$ cat config.mk
export PLATFORM = sky130hd
export DESIGN_NAME = cave_automaton_row_step
export DESIGN_NICKNAME = d
export VERILOG_FILES = /design/src/rtl/cars_pkg.sv /design/src/rtl/cars_front.sv /design/src/rtl/cars_queue.sv /design/src/rtl/cars_back.sv /design/src/rtl/cave_automaton_row_step.sv
export SDC_FILE = /design/constraint.sdc
export NUM_CORES = 2
export LEC_CHECK = 0
export BUFFER_PORTS_ARGS = -buffer_cell sky130_fd_sc_hd__buf_2
export CORE_UTILIZATION = 43
export CTS_CLUSTER_SIZE = 28
export DETAILED_ROUTE_END_ITERATION = 6
export GPL_TIMING_DRIVEN = 0
export SLEW_MARGIN = 25
export SYNTH_ARGS = -nofsm -noshare
export SYNTH_HDL_FRONTEND = slang
export SYNTH_HIERARCHICAL = 1
export SYNTH_SLANG_ARGS = --single-unit
$ cat constraint.sdc
create_clock -name clock -period 11.4 [get_ports clock]
set_input_delay 1.14 -clock clock [delete_from_list [all_inputs] [get_ports clock]]
set_output_delay 1.14 -clock clock [all_outputs]
set_load 0.03 [all_outputs]
$ cat src/rtl/cars_pkg.sv
// ----------------------------------------------------------------------------
// cars_pkg: shared types and constants for the cave automaton row step
// Row width, queue entry and register map used by the top level and its front, queue and back.
// ----------------------------------------------------------------------------
package cars_pkg;

   localparam int ROW_CELLS   = 64;
   localparam int CNT_W       = 4;
   localparam int CSR_ADDR_W  = 4;
   localparam int CSR_DATA_W  = 32;

   typedef logic [ROW_CELLS-1:0] row_type;
   typedef logic [6:0]           width_type;
   typedef logic [CNT_W-1:0]     limit_type;

   // register indexes (byte address / 4)
   typedef enum logic [1:0] {
      REG_ROW_WIDTH   = 2'd0,
      REG_DEATH_LIMIT = 2'd1,
      REG_BIRTH_LIMIT = 2'd2,
      REG_UNUSED      = 2'd3
   } reg_index_type;

   localparam width_type RESET_ROW_WIDTH   = 7'd64;
   localparam limit_type RESET_DEATH_LIMIT = 4'd4;
   localparam limit_type RESET_BIRTH_LIMIT = 4'd4;

   typedef struct packed {
      width_type row_width;
      limit_type death_limit;
      limit_type birth_limit;
   } cfg_type;

   // one accepted row with the neighbourhood it needs
   typedef struct packed {
      row_type above;
      row_type mid;
      row_type row;
      logic    held;
      logic    last;
   } job_type;

endpackage

$ cat src/rtl/cars_front.sv
// ----------------------------------------------------------------------------
// cars_front: request intake
// Keeps the row above and the held row and pushes one job per request.
// ----------------------------------------------------------------------------
module cars_front (
   input  logic              clock,
   input  logic              reset,
   input  logic              req_tvalid,
   output logic              req_tready,
   input  cars_pkg::row_type req_tdata,
   input  logic              req_tlast,
   output logic              push_valid,
   input  logic              push_ready,
   output cars_pkg::job_type push_data
);

   cars_pkg::row_type above_ff, above_in;
   cars_pkg::row_type current_ff, current_in;
   logic              held_ff, held_in;
   logic              take;

   assign req_tready = push_ready;
   assign take       = req_tvalid & push_ready;
   assign push_valid = req_tvalid;

   always_comb begin
      push_data.above = above_ff;
      push_data.mid   = current_ff;
      push_data.row   = req_tdata;
      push_data.held  = held_ff;
      push_data.last  = req_tlast;
   end

   always_comb begin
      above_in   = above_ff;
      current_in = current_ff;
      held_in    = held_ff;
      if (take) begin
         if (req_tlast) begin
            above_in   = '1;
            current_in = '0;
            held_in    = 1'b0;
         end else begin
            if (held_ff) begin
               above_in = current_ff;
            end
            current_in = req_tdata;
            held_in    = 1'b1;
         end
      end
   end

   always_ff @(posedge clock) begin
      if (reset) begin
         above_ff   <= '1;
         current_ff <= '0;
         held_ff    <= 1'b0;
      end else begin
         above_ff   <= above_in;
         current_ff <= current_in;
         held_ff    <= held_in;
      end
   end

endmodule

$ cat src/rtl/cars_queue.sv
// ----------------------------------------------------------------------------
// cars_queue: two-entry job queue
// Decouples request intake from result generation.
// ----------------------------------------------------------------------------
module cars_queue (
   input  logic              clock,
   input  logic              reset,
   input  logic              push_valid,
   output logic              push_ready,
   input  cars_pkg::job_type push_data,
   output logic              pop_valid,
   input  logic              pop_ready,
   output cars_pkg::job_type pop_data
);

   cars_pkg::job_type entry_ff [2];
   logic              wr_ptr_ff, wr_ptr_in;
   logic              rd_ptr_ff, rd_ptr_in;
   logic [1:0]        count_ff, count_in;
   logic              push, pop;

   assign push_ready = (count_ff != 2'd2);
   assign pop_valid  = (count_ff != 2'd0);
   assign pop_data   = entry_ff[rd_ptr_ff];
   assign push       = push_valid & push_ready;
   assign pop        = pop_valid & pop_ready;

   always_comb begin
      wr_ptr_in = wr_ptr_ff ^ push;
      rd_ptr_in = rd_ptr_ff ^ pop;
      count_in  = count_ff;
      if (push & ~pop) begin
         count_in = count_ff + 2'd1;
      end else if (pop & ~push) begin
         count_in = count_ff - 2'd1;
      end
   end

   always_ff @(posedge clock) begin
      if (push) begin
         entry_ff[wr_ptr_ff] <= push_data;
      end
   end

   always_ff @(posedge clock) begin
      if (reset) begin
         wr_ptr_ff <= 1'b0;
         rd_ptr_ff <= 1'b0;
         count_ff  <= 2'd0;
      end else begin
         wr_ptr_ff <= wr_ptr_in;
         rd_ptr_ff <= rd_ptr_in;
         count_ff  <= count_in;
      end
   end

endmodule

$ cat src/rtl/cars_back.sv
// ----------------------------------------------------------------------------
// cars_back: generation update and result register
// Applies the neighbour-count rule to all cells of a row in parallel.
// ----------------------------------------------------------------------------
module cars_back (
   input  logic              clock,
   input  logic              reset,
   input  cars_pkg::cfg_type cfg,
   input  logic              pop_valid,
   output logic              pop_ready,
   input  cars_pkg::job_type pop_data,
   output logic              rsp_tvalid,
   input  logic              rsp_tready,
   output cars_pkg::row_type rsp_tdata,
   output logic              rsp_tlast
);

   logic              phase_ff, phase_in;
   logic              valid_ff, valid_in;
   cars_pkg::row_type data_ff, data_in;
   logic              last_ff, last_in;

   logic              load_ok, second, emit;
   cars_pkg::row_type src_a, src_c, src_b, next_row;

   assign load_ok = ~valid_ff | rsp_tready;
   assign second  = phase_ff | ~pop_data.held;
   assign emit    = pop_data.held | pop_data.last;

   always_comb begin
      if (second) begin
         src_a = pop_data.held ? pop_data.mid : pop_data.above;
         src_c = pop_data.row;
         src_b = '1;
      end else begin
         src_a = pop_data.above;
         src_c = pop_data.mid;
         src_b = pop_data.row;
      end
   end

   always_comb begin
      cars_pkg::row_type    mask, a, c, b;
      logic [7:0]           nb;
      logic [cars_pkg::CNT_W-1:0] cnt;
      for (int i = 0; i < cars_pkg::ROW_CELLS; i++) begin
         mask[i] = (7'(i) < cfg.row_width);
      end
      a = src_a | ~mask;
      c = src_c | ~mask;
      b = src_b | ~mask;
      next_row = '0;
      for (int i = 0; i < cars_pkg::ROW_CELLS; i++) begin
         nb[0] = (i == 0) ? 1'b1 : a[(i == 0) ? 0 : i-1];
         nb[1] = a[i];
         nb[2] = (i == cars_pkg::ROW_CELLS-1) ? 1'b1 : a[(i == cars_pkg::ROW_CELLS-1) ? i : i+1];
         nb[3] = (i == 0) ? 1'b1 : c[(i == 0) ? 0 : i-1];
         nb[4] = (i == cars_pkg::ROW_CELLS-1) ? 1'b1 : c[(i == cars_pkg::ROW_CELLS-1) ? i : i+1];
         nb[5] = (i == 0) ? 1'b1 : b[(i == 0) ? 0 : i-1];
         nb[6] = b[i];
         nb[7] = (i == cars_pkg::ROW_CELLS-1) ? 1'b1 : b[(i == cars_pkg::ROW_CELLS-1) ? i : i+1];
         cnt = '0;
         for (int k = 0; k < 8; k++) begin
            cnt = cnt + {3'b000, nb[k]};
         end
         if (c[i]) begin
            next_row[i] = (cnt >= cfg.death_limit);
         end else begin
            next_row[i] = (cnt > cfg.birth_limit);
         end
      end
      next_row = next_row & mask;
   end

   // a job with neither a held row nor the last flag produces nothing
   always_comb begin
      pop_ready = 1'b0;
      phase_in  = phase_ff;
      valid_in  = valid_ff & ~rsp_tready;
      data_in   = data_ff;
      last_in   = last_ff;
      if (pop_valid) begin
         if (!emit) begin
            pop_ready = 1'b1;
         end else if (load_ok) begin
            valid_in = 1'b1;
            data_in  = next_row;
            last_in  = second;
            if (!second && pop_data.last) begin
               phase_in = 1'b1;
            end else begin
               phase_in  = 1'b0;
               pop_ready = 1'b1;
            end
         end
      end
   end

   always_ff @(posedge clock) begin
      data_ff <= data_in;
      last_ff <= last_in;
   end

   always_ff @(posedge clock) begin
      if (reset) begin
         phase_ff <= 1'b0;
         valid_ff <= 1'b0;
      end else begin
         phase_ff <= phase_in;
         valid_ff <= valid_in;
      end
   end

   assign rsp_tvalid = valid_ff;
   assign rsp_tdata  = data_ff;
   assign rsp_tlast  = last_ff;

endmodule

$ cat src/rtl/cave_automaton_row_step.sv
// ----------------------------------------------------------------------------
// cave_automaton_row_step: one generation of a binary cave automaton per row
// An accepted row is registered in the job queue and then in the result register.
// One request per cycle unless the job queue is full; a final row after a held row gives two results.
// A two-entry job queue sits between intake and the result register.
// Reset: row above all wall, no row held, queue empty, registers at defaults.
// ----------------------------------------------------------------------------
module cave_automaton_row_step (
   input  logic                                 clock,
   input  logic                                 reset,
   input  logic                                 req_tvalid,
   output logic                                 req_tready,
   input  logic [63:0]                          req_tdata,   // row_cells[63:0]
   input  logic                                 req_tlast,   // final_row
   output logic                                 rsp_tvalid,
   input  logic                                 rsp_tready,
   output logic [63:0]                          rsp_tdata,   // next_row_cells[63:0]
   output logic                                 rsp_tlast,   // grid_done
   input  logic                                 csr_psel,
   input  logic                                 csr_penable,
   input  logic                                 csr_pwrite,
   input  logic [cars_pkg::CSR_ADDR_W-1:0]      csr_paddr,
   input  logic [cars_pkg::CSR_DATA_W-1:0]      csr_pwdata,
   output logic [cars_pkg::CSR_DATA_W-1:0]      csr_prdata,
   output logic                                 csr_pready
);

   cars_pkg::cfg_type     cfg_ff, cfg_in;
   cars_pkg::reg_index_type csr_index;
   logic                  csr_write;

   logic                  push_valid, push_ready, pop_valid, pop_ready;
   cars_pkg::job_type     push_data, pop_data;

   assign csr_pready = 1'b1;
   assign csr_index  = cars_pkg::reg_index_type'(csr_paddr[3:2]);
   assign csr_write  = csr_psel & csr_penable & csr_pwrite;

   always_comb begin
      cfg_in = cfg_ff;
      if (csr_write) begin
         case (csr_index)
            cars_pkg::REG_ROW_WIDTH:   cfg_in.row_width   = csr_pwdata[6:0];
            cars_pkg::REG_DEATH_LIMIT: cfg_in.death_limit = csr_pwdata[3:0];
            cars_pkg::REG_BIRTH_LIMIT: cfg_in.birth_limit = csr_pwdata[3:0];
            default: ;
         endcase
      end
   end

   always_comb begin
      case (csr_index)
         cars_pkg::REG_ROW_WIDTH:   csr_prdata = {25'd0, cfg_ff.row_width};
         cars_pkg::REG_DEATH_LIMIT: csr_prdata = {28'd0, cfg_ff.death_limit};
         cars_pkg::REG_BIRTH_LIMIT: csr_prdata = {28'd0, cfg_ff.birth_limit};
         default:                   csr_prdata = '0;
      endcase
   end

   always_ff @(posedge clock) begin
      if (reset) begin
         cfg_ff.row_width   <= cars_pkg::RESET_ROW_WIDTH;
         cfg_ff.death_limit <= cars_pkg::RESET_DEATH_LIMIT;
         cfg_ff.birth_limit <= cars_pkg::RESET_BIRTH_LIMIT;
      end else begin
         cfg_ff <= cfg_in;
      end
   end

   cars_front u_front (
      .clock      (clock),
      .reset      (reset),
      .req_tvalid (req_tvalid),
      .req_tready (req_tready),
      .req_tdata  (req_tdata),
      .req_tlast  (req_tlast),
      .push_valid (push_valid),
      .push_ready (push_ready),
      .push_data  (push_data)
   );

   cars_queue u_queue (
      .clock      (clock),
      .reset      (reset),
      .push_valid (push_valid),
      .push_ready (push_ready),
      .push_data  (push_data),
      .pop_valid  (pop_valid),
      .pop_ready  (pop_ready),
      .pop_data   (pop_data)
   );

   cars_back u_back (
      .clock      (clock),
      .reset      (reset),
      .cfg        (cfg_ff),
      .pop_valid  (pop_valid),
      .pop_ready  (pop_ready),
      .pop_data   (pop_data),
      .rsp_tvalid (rsp_tvalid),
      .rsp_tready (rsp_tready),
      .rsp_tdata  (rsp_tdata),
      .rsp_tlast  (rsp_tlast)
   );

endmodule
==> metrics.txt <==
setup TNS=0 ns; top-area cell type share of the netlist area=0.288; DR DRC count=0; Die Y=334 um; GRT Resource Usage Total=0.239; gp weighted congestion=approximately 0.87; status=complete, but fails checks; clock transition at the registers of the reported paths=about 0.06 ns; initial antenna violation count=9; placeable core area=between 100000 and 150000 sq um; Initial DRC Count=2082; vias in the first global route=31760; I/O Pins=roughly 210; synthesized area=47300 sq um; syn_area_per_cell=11.3 sq um; final period utilization=0.684; Multi-input gate area=27900 sq um; Seq cells post-synth=603; Critical Path Sink=u_back/rsp_tdata[62]; Hold Violations, Final=0; arrival time worst endpoint=roughly 8 ns; TritonRoute pass-1 iters=5; Synth area leader=edfxtp_1; initial core utilization=0.434; # nets final=5537; Netlist cell types=66; Root Driver=clkbuf_16; setup bufs post-CTS=0; Clock Path Buffers=3; Avg WL per Cell=22.4 um; worst-skew pair later-pin latency=0.65 ns; layout cells sized above 1=0.151; CTS Buf Count=71; synth top area cells=edfxtp_1 29%, ha_1 20%, fa_1 9.2%, dfxtp_1 6.3%, mux2_4 4.8%; Final min period=7.80 ns; post-CTS sizing=0; final wirelength=between 100000 and 150000 um; CTS Sinks=603; Post-synth EDFFs=453; CTS tree=yes; Worst Setup End Kind=flop; ys flop type=edfxtp_1; worst reg-to-reg path cell count=23; GRT overflow=0; crit-path max FO=11; I/O Buffers=152; Die W=334 um; routed vias/inst=5.44; Layout area overhead=11.9%; DP HPWL=roughly 100000 um; post-synthesis sequential area ratio=0.351; final setup violation count=0; largest net degree at the start of global routing=49; Max Slew Vio Count=0; Fin Clk Skew=0.0232 ns; fmax=128 MHz; crit path kind=flop to flop; # rows=121; Vias=~32000; hold_buf cts=0; startpoint types=flop; Synth async-reset ratio=0; failing checks=antenna violations; WP data required=approximately 12 ns; Mapped Cells=4198; crit path from=u_queue/rd_ptr_ff; RSZ-0062 raised after global routing=false; number of H-tree levels=3; global-route wire length before repair=between 150000 and 200000 um; RR Startpoint=u_queue/rd_ptr_ff; Rel. slew slack=0.196; Die Area=111000 sq um; YS warnings=6; reg2reg end=u_back/rsp_tdata[62]; number of max-cap violations=0; Detail Route Antenna Nets=1; register area=approximately 17000 sq um; R2R Setup Slk=3.60 ns; worst min-delay path class=flop to flop; Worst Tran Pin Value=1.21 ns; fill count=9959
## cells in the mapped netlist, drive strengths merged, types with 5 or more instances
| cell type | number |
|---|---|
| mux2i | 75 |
| and3 | 27 |
| a21oi | 283 |
| o21a | 8 |
| nand2 | 227 |
| o21ai | 114 |
| fa | 218 |
| inv | 399 |
| a21o | 106 |
| clkbuf | 37 |
| or3 | 17 |
| nand3b | 75 |
| dfxtp | 150 |
| ha | 742 |
| a41oi | 6 |
| nand3 | 53 |
| nand2b | 137 |
| edfxtp | 453 |
| a211oi | 67 |
| o31ai | 12 |
| a41o | 45 |
| nor2 | 93 |
| xnor2 | 9 |
| o22a | 64 |
| nor3 | 47 |
| o22ai | 26 |
| or2 | 5 |
| a221oi | 21 |
| xor2 | 92 |
| and2 | 33 |
| buf | 180 |
| nor2b | 158 |
| mux2 | 194 |
## per-stage QoR
stage	cell area [sq um]	utilization	hold WS, ns	instances	setup slack (ns)
6_report	52900	0.486	0.439	5946	3.60
5_1_grt	52900	0.485	0.467	5941	3.47
4_1_cts	52900	0.485	0.445	5940	3.71
3_5_place_dp	50600	0.464	0.438	5810	3.73
3_3_place_gp	49900	0.458	0.429	5788	1.60
2_1_floorplan	47400	-	0.426	4222	4.95
## flip-flops by register name, summed over array words and instances (netlist names)
signal and flops:
u_queue/rd_ptr_ff 1, u_back/rsp_tdata 64, u_back/phase_ff 1, u_queue/count_ff 2
u_back/rsp_tvalid 1, u_front/held_ff 1, u_front/above_ff 64, u_back/rsp_tlast 1
cfg_ff 15, u_queue/entry_ff 388, u_front/current_ff 64, u_queue/wr_ptr_ff 1
## layer usage
metal,global-route usage,wire (um),vias to the layer above
met3,0.0305,7940,160
met5,0,10,-
met1,0.338,62300,15757
met4,0.0692,3350,2
li1,-,-,15476
met2,0.380,59800,946
## worst min path at each step
stage               slack [ns]                       end                 start  cells past startpoint
floorplan                 0.43  u_queue/entry_ff[0][130]   u_front/above_ff[0]                      0
finish                    0.44  u_queue/entry_ff[1][182]  u_front/above_ff[52]                      0
CTS                       0.45  u_queue/entry_ff[1][182]  u_front/above_ff[52]                      0
global route              0.47  u_queue/entry_ff[0][141]  u_front/above_ff[11]                      0
global placement          0.43  u_queue/entry_ff[1][163]  u_front/above_ff[33]                      0
detailed placement        0.44  u_queue/entry_ff[0][160]  u_front/above_ff[30]                      0
## logic make-up (layout without fill, tap and decap cells)
group,count (synthesis),count (layout),synth area share
AO/OA/AOI/OAI,767,767,0.105
XOR/XNOR,101,101,0.0187
adder cells (fa/ha/maj),961,961,0.289
buffers and inverters,617,921,0.0626
flip-flops,603,603,0.351
multiplexers,269,269,0.0740
other,2,32,0.000159
AND/OR/NAND/NOR,878,878,0.0995
## layout make-up
cell class / instances / area share
repair buffers: 174 / 0.0247
plain buffers: 217 / 0.0277
clock inverters: 32 / 0.00669
clock buffers: 98 / 0.0378
diodes: 6 / 0.000284
well taps: 1414 / 0.0334
flip-flops and latches: 603 / 0.314
inverters: 400 / 0.0290
multi-input cells: 3002 / 0.527
## worst max-delay path, cell delays in order, from the launching register on
cell	delay, ns
dfxtp_1	0.33
buf_6	0.15
buf_2	0.35
mux2_2	0.47
and2_1	0.18
clkbuf_1	0.61
buf_2	0.56
buf_2	0.63
nand2_1	0.14
nand3_1	0.22
fa_1	0.43
inv_1	0.09
fa_1	0.39
inv_1	0.09
fa_1	0.39
ha_1	0.24
fa_1	0.47
ha_1	0.31
nor2b_1	0.12
o21ai_0	0.07
nand2b_1	0.08
a21oi_1	0.07
a41o_1	0.21
a211oi_1	0.82
## placed cells by master, fill, tap and decap left out, drive strengths merged, types with 8 or more instances in the layout
cell / count
a41o: 45
buf: 354
o21ai: 114
o31ai: 12
o22ai: 26
or3: 17
fa: 218
and2: 33
nor2b: 158
conb: 26
clkinv: 19
a221oi: 21
inv: 408
a21o: 106
nor2: 93
dfxtp: 150
nand3b: 75
nand2b: 137
and3: 27
xor2: 92
ha: 742
a21oi: 283
a211oi: 67
nor3: 47
xnor2: 9
mux2i: 75
mux2: 194
nand3: 53
o22a: 64
nand2: 227
edfxtp: 453
clkbuf: 135
o21a: 8
Power is left out: the tool's default activity adds up to more than one toggle a clock period on the data nets, which glitch-free logic cannot reach.
